<file path="src/rtl/lmmt_pkg.sv">
package lmmt_pkg;

  // Field widths fixed by the item formats.
  localparam int SLOT_W  = 3;
  localparam int TIME_W  = 20;
  localparam int COUNT_W = 32;

  // Number of statistics slots kept in the store.
  localparam int SLOTS      = 8;
  localparam int SLOT_IDX_W = (SLOTS > 1) ? $clog2(SLOTS) : 1;

  // One wrap of the microsecond counter.
  localparam logic [TIME_W-1:0] US_PER_WRAP = 20'd1000000;

  // Saturation value of the per-slot sample count.
  localparam logic [COUNT_W-1:0] COUNT_MAX = {COUNT_W{1'b1}};

  // Depth of the queue between front and back.
  localparam int QUEUE_DEPTH = 2;

  // Input item as it arrives on the command port.
  typedef struct packed {
    logic [SLOT_W-1:0] slot;
    logic [TIME_W-1:0] start_us;
    logic [TIME_W-1:0] now_us;
  } lmmt_in_t;

  // Result item as delivered with the done strobe.
  typedef struct packed {
    logic [TIME_W-1:0]  elapsed_us;
    logic [TIME_W-1:0]  min_us;
    logic [TIME_W-1:0]  max_us;
    logic [TIME_W-1:0]  mean_us;
    logic [COUNT_W-1:0] sample_count;
  } lmmt_out_t;

  // What the back end has to do with a queued item.
  typedef enum logic {
    CMD_SKIP,
    CMD_UPDATE
  } lmmt_kind_e;

  // Classified item held in the queue.
  typedef struct packed {
    lmmt_kind_e        kind;
    logic [SLOT_W-1:0] slot;
    logic [TIME_W-1:0] elapsed_us;
  } lmmt_cmd_t;

  // Queue status seen by front and back.
  typedef struct packed {
    logic empty;
    logic full;
  } lmmt_qstat_t;

endpackage

</file>
<file path="src/rtl/lmmt_front.sv">
module lmmt_front (
  input  logic                 start,
  output logic                 busy,
  input  lmmt_pkg::lmmt_in_t   item_i,
  input  lmmt_pkg::lmmt_qstat_t qstat_i,
  output logic                 push_o,
  output lmmt_pkg::lmmt_cmd_t  cmd_o
);

  localparam int TW = lmmt_pkg::TIME_W;

  logic signed [TW+1:0] diff;
  logic signed [TW+1:0] adj;
  logic signed [TW+1:0] wrap_s;
  logic [TW-1:0]        elapsed;
  logic                 slot_ok;

  // The front takes an item whenever the queue has room.
  assign busy   = qstat_i.full;
  assign push_o = start && !qstat_i.full;

  // Elapsed time with the wrap correction, clamped into one wrap period.
  always_comb begin
    wrap_s = $signed({2'b00, lmmt_pkg::US_PER_WRAP});
    diff   = $signed({2'b00, item_i.now_us}) - $signed({2'b00, item_i.start_us});
    if (diff <= 0) begin
      adj = diff + wrap_s;
    end else begin
      adj = diff;
    end
    if (adj < 1) begin
      elapsed = TW'(1);
    end else if (adj > wrap_s) begin
      elapsed = lmmt_pkg::US_PER_WRAP;
    end else begin
      elapsed = adj[TW-1:0];
    end
  end

  // Items addressing a slot that does not exist change no state.
  assign slot_ok = int'(item_i.slot) < lmmt_pkg::SLOTS;

  always_comb begin
    cmd_o.kind       = slot_ok ? lmmt_pkg::CMD_UPDATE : lmmt_pkg::CMD_SKIP;
    cmd_o.slot       = item_i.slot;
    cmd_o.elapsed_us = elapsed;
  end

endmodule

</file>
<file path="src/rtl/lmmt_queue.sv">
module lmmt_queue (
  input  logic                  clk_i,
  input  logic                  rst_ni,
  input  logic                  push_i,
  input  lmmt_pkg::lmmt_cmd_t   cmd_i,
  input  logic                  pop_i,
  output lmmt_pkg::lmmt_cmd_t   head_o,
  output lmmt_pkg::lmmt_qstat_t qstat_o
);

  localparam int Depth = lmmt_pkg::QUEUE_DEPTH;
  localparam int PtrW  = (Depth > 1) ? $clog2(Depth) : 1;
  localparam int CntW  = $clog2(Depth + 1);

  lmmt_pkg::lmmt_cmd_t entry_q [Depth];
  logic [PtrW-1:0] wr_ptr_q, wr_ptr_d;
  logic [PtrW-1:0] rd_ptr_q, rd_ptr_d;
  logic [CntW-1:0] cnt_q, cnt_d;

  // Pointer and fill count updates.
  always_comb begin
    wr_ptr_d = wr_ptr_q;
    rd_ptr_d = rd_ptr_q;
    cnt_d    = cnt_q;
    if (push_i) begin
      wr_ptr_d = (wr_ptr_q == PtrW'(Depth - 1)) ? '0 : wr_ptr_q + PtrW'(1);
    end
    if (pop_i) begin
      rd_ptr_d = (rd_ptr_q == PtrW'(Depth - 1)) ? '0 : rd_ptr_q + PtrW'(1);
    end
    if (push_i && !pop_i) begin
      cnt_d = cnt_q + CntW'(1);
    end else if (pop_i && !push_i) begin
      cnt_d = cnt_q - CntW'(1);
    end
  end

  always_ff @(posedge clk_i or negedge rst_ni) begin
    if (!rst_ni) begin
      wr_ptr_q <= '0;
      rd_ptr_q <= '0;
      cnt_q    <= '0;
    end else begin
      wr_ptr_q <= wr_ptr_d;
      rd_ptr_q <= rd_ptr_d;
      cnt_q    <= cnt_d;
    end
  end

  // Entry storage carries payload only.
  always_ff @(posedge clk_i) begin
    if (push_i) begin
      entry_q[wr_ptr_q] <= cmd_i;
    end
  end

  assign head_o        = entry_q[rd_ptr_q];
  assign qstat_o.empty = (cnt_q == '0);
  assign qstat_o.full  = (cnt_q == CntW'(Depth));

endmodule

</file>
<file path="src/rtl/lmmt_back.sv">
module lmmt_back (
  input  logic                  clk_i,
  input  logic                  rst_ni,
  input  lmmt_pkg::lmmt_qstat_t qstat_i,
  input  lmmt_pkg::lmmt_cmd_t   head_i,
  output logic                  pop_o,
  output logic                  done_o,
  output lmmt_pkg::lmmt_out_t   result_o
);

  localparam int TW    = lmmt_pkg::TIME_W;
  localparam int CW    = lmmt_pkg::COUNT_W;
  localparam int IdxW  = lmmt_pkg::SLOT_IDX_W;
  localparam int ProdW = TW + CW;
  localparam int StepW = $clog2(TW);

  typedef enum logic [2:0] {
    S_IDLE,
    S_LOAD,
    S_MUL,
    S_PREP,
    S_DIV,
    S_FIN
  } state_e;

  state_e state_q;

  // Per-slot statistics, cleared by reset.
  logic [TW-1:0] min_q   [lmmt_pkg::SLOTS];
  logic [TW-1:0] max_q   [lmmt_pkg::SLOTS];
  logic [TW-1:0] mean_q  [lmmt_pkg::SLOTS];
  logic [CW-1:0] count_q [lmmt_pkg::SLOTS];

  // Working registers of the item in flight.
  lmmt_pkg::lmmt_cmd_t cmd_q;
  logic [TW-1:0]    cur_mean_q;
  logic [CW-1:0]    cur_cnt_q;
  logic [TW-1:0]    new_min_q;
  logic [TW-1:0]    new_max_q;
  logic [CW-1:0]    new_cnt_q;
  logic [ProdW-1:0] prod_q;
  logic [CW-1:0]    rem_q;
  logic [TW-1:0]    quo_q;
  logic [CW:0]      dvs_q;
  logic [StepW-1:0] step_q;
  logic             done_q;
  lmmt_pkg::lmmt_out_t result_q;

  logic [IdxW-1:0]  idx;
  logic [TW-1:0]    rd_min;
  logic [TW-1:0]    rd_max;
  logic [TW-1:0]    rd_mean;
  logic [CW-1:0]    rd_cnt;
  logic [TW-1:0]    upd_min;
  logic [TW-1:0]    upd_max;
  logic [CW-1:0]    upd_cnt;
  logic [ProdW-1:0] prod_c;
  logic [ProdW:0]   num_c;
  logic [CW:0]      trial;
  logic [CW:0]      trial_sub;
  logic             q_bit;

  // Read the addressed slot and form the new extremes and count.
  always_comb begin
    idx     = IdxW'(cmd_q.slot);
    rd_min  = min_q[idx];
    rd_max  = max_q[idx];
    rd_mean = mean_q[idx];
    rd_cnt  = count_q[idx];
    upd_min = (rd_min == '0 || rd_min > cmd_q.elapsed_us) ? cmd_q.elapsed_us : rd_min;
    upd_max = (rd_max < cmd_q.elapsed_us) ? cmd_q.elapsed_us : rd_max;
    upd_cnt = (rd_cnt == lmmt_pkg::COUNT_MAX) ? rd_cnt : rd_cnt + CW'(1);
  end

  // Old mean times old count; the numerator never exceeds 1e6 * 2^32.
  assign prod_c = cur_mean_q * cur_cnt_q;
  assign num_c  = {1'b0, prod_q} + (ProdW + 1)'(cmd_q.elapsed_us);

  // One restoring division step; the quotient is known to fit the time width.
  always_comb begin
    trial     = {rem_q, quo_q[TW-1]};
    trial_sub = trial - dvs_q;
    q_bit     = (trial >= dvs_q);
  end

  assign pop_o = (state_q == S_IDLE) && !qstat_i.empty;

  always_ff @(posedge clk_i or negedge rst_ni) begin
    if (!rst_ni) begin
      state_q <= S_IDLE;
      done_q  <= 1'b0;
      for (int i = 0; i < lmmt_pkg::SLOTS; i++) begin
        min_q[i]   <= '0;
        max_q[i]   <= '0;
        mean_q[i]  <= '0;
        count_q[i] <= '0;
      end
    end else begin
      done_q <= 1'b0;
      case (state_q)
        // Take the next queued item.
        S_IDLE: begin
          if (!qstat_i.empty) begin
            cmd_q   <= head_i;
            state_q <= S_LOAD;
          end
        end
        // Skips finish at once; others update extremes and count, first samples finishing at once.
        S_LOAD: begin
          if (cmd_q.kind == lmmt_pkg::CMD_SKIP) begin
            result_q <= '{elapsed_us: cmd_q.elapsed_us, default: '0};
            done_q   <= 1'b1;
            state_q  <= S_IDLE;
          end else if (rd_cnt == '0) begin
            min_q[idx]   <= upd_min;
            max_q[idx]   <= upd_max;
            mean_q[idx]  <= cmd_q.elapsed_us;
            count_q[idx] <= CW'(1);
            result_q     <= '{elapsed_us:   cmd_q.elapsed_us,
                              min_us:       upd_min,
                              max_us:       upd_max,
                              mean_us:      cmd_q.elapsed_us,
                              sample_count: CW'(1)};
            done_q       <= 1'b1;
            state_q      <= S_IDLE;
          end else begin
            min_q[idx]   <= upd_min;
            max_q[idx]   <= upd_max;
            count_q[idx] <= upd_cnt;
            new_min_q    <= upd_min;
            new_max_q    <= upd_max;
            new_cnt_q    <= upd_cnt;
            cur_mean_q   <= rd_mean;
            cur_cnt_q    <= rd_cnt;
            state_q      <= S_MUL;
          end
        end
        // Register the product before the add.
        S_MUL: begin
          prod_q  <= prod_c;
          state_q <= S_PREP;
        end
        // Load the divider: upper numerator bits seed the remainder.
        S_PREP: begin
          rem_q   <= num_c[ProdW-1:TW];
          quo_q   <= num_c[TW-1:0];
          dvs_q   <= {1'b0, cur_cnt_q} + (CW + 1)'(1);
          step_q  <= '0;
          state_q <= S_DIV;
        end
        // One quotient bit per cycle.
        S_DIV: begin
          rem_q <= q_bit ? trial_sub[CW-1:0] : trial[CW-1:0];
          quo_q <= {quo_q[TW-2:0], q_bit};
          if (step_q == StepW'(TW - 1)) begin
            state_q <= S_FIN;
          end else begin
            step_q <= step_q + StepW'(1);
          end
        end
        // Store the new mean and deliver the result.
        S_FIN: begin
          mean_q[idx] <= quo_q;
          result_q    <= '{elapsed_us:   cmd_q.elapsed_us,
                           min_us:       new_min_q,
                           max_us:       new_max_q,
                           mean_us:      quo_q,
                           sample_count: new_cnt_q};
          done_q      <= 1'b1;
          state_q     <= S_IDLE;
        end
        default: begin
          state_q <= S_IDLE;
        end
      endcase
    end
  end

  assign done_o   = done_q;
  assign result_o = result_q;

  // A slot has a sample exactly when its minimum is nonzero.
  a_min_vs_count: assert property (@(posedge clk_i) disable iff (!rst_ni)
    done_q |-> ((result_q.sample_count == '0) == (result_q.min_us == '0)))
    else $error("min and sample count disagree");

  // The running mean stays between the extremes.
  a_mean_bounds: assert property (@(posedge clk_i) disable iff (!rst_ni)
    (done_q && result_q.sample_count != '0) |->
      (result_q.min_us <= result_q.mean_us && result_q.mean_us <= result_q.max_us))
    else $error("mean outside min/max");

  // The divider never runs with a zero divisor.
  a_dvs_nonzero: assert property (@(posedge clk_i) disable iff (!rst_ni)
    (state_q == S_DIV) |-> (dvs_q != '0))
    else $error("zero divisor");

  // Result strobes never come back to back.
  a_done_single: assert property (@(posedge clk_i) disable iff (!rst_ni)
    done_q |=> !done_q)
    else $error("back-to-back done strobes");

endmodule

</file>
<file path="src/rtl/latency_min_max_mean_tracker.sv">
// Latency tracker with per-slot minimum, maximum, truncated running mean and
// saturating sample count. An item is taken when start is high and busy is
// low; busy is high only while the two-entry queue in front of the update
// engine is full. Each item produces exactly one result, presented on
// result_o for a single cycle with done_o high; the receiver cannot stall it,
// so it must capture the result in that cycle. An item that updates a slot
// with earlier samples runs the multiply, divider-load, 20-step restoring
// divide and finish states of the mean update; a first sample or an item for
// a slot that does not exist finishes in the load state. The engine takes one
// item at a time while the queue holds up to two more. All statistics are
// cleared by reset at once, with no clearing pass.
module latency_min_max_mean_tracker (
  input  logic                clk_i,
  input  logic                rst_ni,
  input  logic                start,
  output logic                busy,
  input  lmmt_pkg::lmmt_in_t  item_i,
  output logic                done_o,
  output lmmt_pkg::lmmt_out_t result_o
);

  lmmt_pkg::lmmt_qstat_t qstat;
  lmmt_pkg::lmmt_cmd_t   push_cmd;
  lmmt_pkg::lmmt_cmd_t   head_cmd;
  logic                  push;
  logic                  pop;

  // Front end: elapsed time and slot classification.
  lmmt_front u_front (
    .start   (start),
    .busy    (busy),
    .item_i  (item_i),
    .qstat_i (qstat),
    .push_o  (push),
    .cmd_o   (push_cmd)
  );

  // Queue decoupling acceptance from the update engine.
  lmmt_queue u_queue (
    .clk_i   (clk_i),
    .rst_ni  (rst_ni),
    .push_i  (push),
    .cmd_i   (push_cmd),
    .pop_i   (pop),
    .head_o  (head_cmd),
    .qstat_o (qstat)
  );

  // Back end: statistics store and mean update.
  lmmt_back u_back (
    .clk_i    (clk_i),
    .rst_ni   (rst_ni),
    .qstat_i  (qstat),
    .head_i   (head_cmd),
    .pop_o    (pop),
    .done_o   (done_o),
    .result_o (result_o)
  );

endmodule

</file>
<file path="config.mk">
export PLATFORM = sky130hd
export DESIGN_NAME = latency_min_max_mean_tracker
export DESIGN_NICKNAME = d
export VERILOG_FILES = /design/src/rtl/lmmt_pkg.sv /design/src/rtl/lmmt_front.sv /design/src/rtl/lmmt_queue.sv /design/src/rtl/lmmt_back.sv /design/src/rtl/latency_min_max_mean_tracker.sv
export SDC_FILE = /design/constraint.sdc
export NUM_CORES = 2
export LEC_CHECK = 0
export BUFFER_PORTS_ARGS = -buffer_cell sky130_fd_sc_hd__buf_2
export CAP_MARGIN = 20
export CORE_MARGIN = 1.5
export CORE_UTILIZATION = 45
export CTS_CLUSTER_DIAMETER = 200
export DETAILED_ROUTE_END_ITERATION = 12
export PLACE_DENSITY = 0.75
export SLEW_MARGIN = 20
export SYNTH_ARGS = -nofsm -noshare
export SYNTH_HDL_FRONTEND = slang
export SYNTH_HIERARCHICAL = 1
export SYNTH_SLANG_ARGS = --single-unit
</file>
<file path="constraint.sdc">
create_clock -name clk_i -period 6.82 [get_ports clk_i]
set_input_delay 0 -clock clk_i [delete_from_list [all_inputs] [get_ports clk_i]]
set_output_delay 0 -clock clk_i [all_outputs]
set_load 0.03 [all_outputs]
</file>
==> results_tabular.tex <==
\begin{tabular}{lr}
\hline
Metric & Value \\
\hline
\multicolumn{2}{l}{\textbf{Synthesis}} \\
\quad Number of register bits inferred by synthesis & $\sim$1200 \\
\quad Post-synth EDFFs & 450 \\
\quad Area share of the largest cell type after synthesis & a little under a quarter \\
\quad Proportion of synthesized chip area in sequential cells & 41.4\% \\
\quad Post-Syn Area per Cell & between 10 and 15 sq um \\
\quad Cells after synthesis & roughly 7600 \\
\quad Post-Synthesis Cell Area & approximately 0.078 sq mm \\
\quad Top cell type by total area after synthesis & dfrtp\_1 \\
\quad Top FF cell, synth & dfrtp\_1 \\
\quad Distinct cell type count of the synthesized netlist & around 110 \\
\quad Post-synth ARST share & about 62\% \\
\quad Post-Syn Nets & roughly 8500 \\
\quad Total number of yosys warnings & 6 \\
\quad Top post-synthesis cells by area & dfrtp\_1 (24\%), edfxtp\_1 (17\%), fa\_1 (14\%), nand2\_1 (5.7\%), ha\_1 (4.5\%) \\
\multicolumn{2}{l}{\textbf{Clock tree}} \\
\quad Clk Tree Root Cell & clkbuf\_16 \\
\quad Buffers from clock root to sink, at most & 3 \\
\quad CTS Buf Count & 132 \\
\quad Total number of H-tree levels & 4 \\
\quad Sinks on the clock net & $\sim$1200 \\
\quad Clk slew on worst S/H paths & 60 ps \\
\quad Clock Latency Late Sink & about 810 ps \\
\quad TritonCTS clock tree & done \\
\multicolumn{2}{l}{\textbf{STA}} \\
\quad Minimum clock period & about 6900 ps \\
\quad Worst Tran Pin Value & around 1200 ps \\
\quad Share of the cycle needed by the critical path after routing & 102\% \\
\quad Hold violation count in the final report & 0 \\
\quad RSZ-0062 raised after global routing & true \\
\quad Final slew viol count & 0 \\
\quad Worst slack on hold paths & 76.7 ps \\
\quad Max Freq & about 140 MHz \\
\quad Final setup skew & 83.0 ps \\
\quad Final Worst Setup Slack & -105 ps \\
\quad Final setup violation count & 12 \\
\quad Worst relative slew slack & 18.9\% \\
\multicolumn{2}{l}{\textbf{Drt}} \\
\quad Violation count after the first detailed-route iteration & $\sim$6000 \\
\quad Avg WL per Cell & about 22 microns \\
\quad Vias per Instance & $\sim$5.8 \\
\quad Detailed Route WL & about 230000 microns \\
\quad Count of unresolved DRC violations after routing & 0 \\
\quad Drt first pass iters & 8 \\
\quad DRT antenna net count & 0 \\
\quad Routed via count & approximately 60000 \\
\multicolumn{2}{l}{\textbf{Floorplanning}} \\
\quad Placement Rows & between 150 and 200 \\
\quad Core footprint & between 0.15 and 0.2 sq mm \\
\quad Chip Height & between 400 and 500 microns \\
\quad Initial Util & between 40\% and 50\% \\
\quad Top-level I/O count & 160 \\
\quad Die boundary width & $\sim$420 microns \\
\quad Die area & 0.175 sq mm \\
\multicolumn{2}{l}{\textbf{Critical path}} \\
\quad Type of element launching the critical path & register \\
\quad Buffers plus inverters on the worst setup path & 7 \\
\quad Worst stage delay on the critical path & around 560 ps \\
\quad Required time of the worst setup path & approximately 7300 ps \\
\quad Capturing element type of the critical path & register \\
\quad Arrival time at the worst endpoint & roughly 7400 ps \\
\quad Family of cells with the greatest summed delay on the critical path & adder cells \\
\quad Kind of critical path & register to register \\
\quad Most frequent cell on the critical path & fa\_1 \\
\quad Critical path fanouts, max & 7 \\
\quad Max stage delay cell, worst path & fa\_1 \\
\multicolumn{2}{l}{\textbf{Global route}} \\
\quad Global-route wire length before repair & between 300000 and 400000 microns \\
\quad Number of antenna violations at the first check in global routing & 10 \\
\quad Pin count of the biggest net entering global routing & about 150 \\
\quad Final global-route overflow total & 0 \\
\quad Via count of the first global-routing pass & about 60000 \\
\quad Tot GR Track Use & 26.2\% \\
\multicolumn{2}{l}{\textbf{Placed design}} \\
\quad Final HPWL from detailed placement & $\sim$170000 microns \\
\quad Count of buffers inserted at the top-level ports & approximately 160 \\
\quad Cell area after placement & 0.0826 sq mm \\
\quad Routability cong. & slightly below 1 \\
\multicolumn{2}{l}{\textbf{Cells and area}} \\
\quad Most common cell after layout, fill and taps aside & nand2\_1 \\
\quad Final nets & a little under 9000 \\
\quad Share of cells above drive strength 1 & about 14\% \\
\quad Layout fillers & around 15000 \\
\quad Layout overhead on the synthesized area & 13.5\% \\
\quad Area occupied by registers & 0.0321 sq mm \\
\quad Non-Filler Cell Area, Final & about 0.088 sq mm \\
\quad Commonest cells after routing, fill and taps aside & nand2\_1 (1178), inv\_1 (759), dfrtp\_1 (743) \\
\quad Total area of multi-input combinational cells & 0.0411 sq mm \\
\multicolumn{2}{l}{\textbf{Run status}} \\
\quad Run status & finished with violations \\
\quad Violations in the final reports & negative setup slack \\
\multicolumn{2}{l}{\textbf{Job}} \\
\quad Max cap viols & 0 \\
\multicolumn{2}{l}{\textbf{Worst hold path}} \\
\quad Type of the tightest min-delay check & input port to register \\
\hline
\end{tabular}
worst min-delay path: cells and delay by family:
| kind | cells | cell delay, ps |
|---|---|---|
| xor gates and xnor gates | 1 | 90 |
| adders and majority gates | 2 | 380 |
| buffers and inverters | 2 | 150 |
| and+or+nand+nor | 1 | 130 |
worst paths after layout:
path / end / cells past startpoint / slack [ps] / from
hold reg to reg: u_back/min_q[147] / 2 / 470 / u_back/min_q[147]
setup reg to reg: u_back/prod_q[44] / 25 / -110 / u_back/cur_mean_q[7]
min in group asynchronous: u_back/min_q[106] / 4 / 530 / rst_ni
setup / recovery: u_back/prod_q[44] / 25 / -110 / u_back/cur_mean_q[7]
max in group asynchronous: u_back/count_q[245] / 5 / 4600 / rst_ni
hold / removal: u_queue/entry_q[0][2] / 6 / 80 / item_i[0]
sequential cells by signal, summed over array words and instances, names as in the netlist, 20 cells and up:
name	flops
u_back/cmd_q	21
u_back/count_q	256
u_back/cur_cnt_q	32
u_back/cur_mean_q	20
u_back/dvs_q	33
u_back/max_q	160
u_back/mean_q	160
u_back/min_q	160
u_back/new_cnt_q	32
u_back/new_max_q	20
u_back/new_min_q	20
u_back/prod_q	52
u_back/quo_q	20
u_back/rem_q	32
u_back/result_o	112
u_queue/entry_q	48
area by class of cell:
type                       count  area share [%]
tap                         2310            3.28
clock buffer                 198            4.41
inverter                     772            3.29
multi-input combinational   5187            46.7
antenna                        3         0.00851
clock inverter                45           0.786
timing repair buffer         558            5.13
sequential                  1194            36.4
stage by stage:
stage               setup WS [ps]  util [%]  setup TNS (ps)  instances
CTS                         -26.4      51.1           -96.3      10252
detailed placement           -277      48.1           -2640       9974
global placement             -125      48.1            -656       9974
floorplan                     108         -               0       7608
finish                       -105      51.4            -760      10267
global route                 -294      51.4           -3510      10264
cells by family after synthesis:
kind of cell    after synthesis  synth area share (%)
compound gates             1585                  12.3
xor+xnor                    193                  2.29
fa+ha+maj                   820                  18.4
buf+inv                    1227                  6.49
flops                      1194                  41.4
mux                         278                  5.21
other cells                   1               0.00483
simple gates               2310                  13.9
metal layers:
layer | global-route usage (%) | share of wire (%) | wire length [microns] | vias up
met5 | 0 | 0.043 | 98 | -
met4 | 13.8 | 6.0 | 13800 | 12
met3 | 5.90 | 9.6 | 22000 | 654
met2 | 41.6 | 46 | 106000 | 2924
met1 | 33.4 | 38 | 87300 | 29857
li1 | - | - | - | 26181
cells in the mapped netlist, drive strengths merged (8+ instances only):
cell,count
o21a,30
and3,72
a22oi,117
o22ai,8
or4,12
fa,539
or2,8
dfrtp,744
clkbuf,340
o31ai,33
nand2,1188
a211o,13
mux4,77
a211oi,27
a21boi,9
nor4,21
xnor2,118
and4,18
ha,281
inv,771
o21bai,15
nor2b,29
nor3,58
nor2,320
edfxtp,450
xor2,75
a21oi,328
a22o,10
a221oi,37
nand2b,22
a31oi,32
nand3,93
or3,13
nor3b,12
nand4,71
and2,340
a21o,76
nand3b,11
mux2,65
buf,115
mux2i,136
o211ai,12
o21ai,740
timing repair:
| item | CTS | global route |
|---|---|---|
| hold buffers | 21 | 0 |
| pin swaps | 23 | 66 |
| setup buffers | 13 | 13 |
| resized for setup | 51 | 67 |
| endpoints found under the setup margin | 16 | 23 |
| gates cloned | 1 | 0 |
| hold endpoints to repair | 202 | 0 |
Power is not shown: default switching activity piles up to over one toggle a cycle in this logic, so the estimate is an artifact.
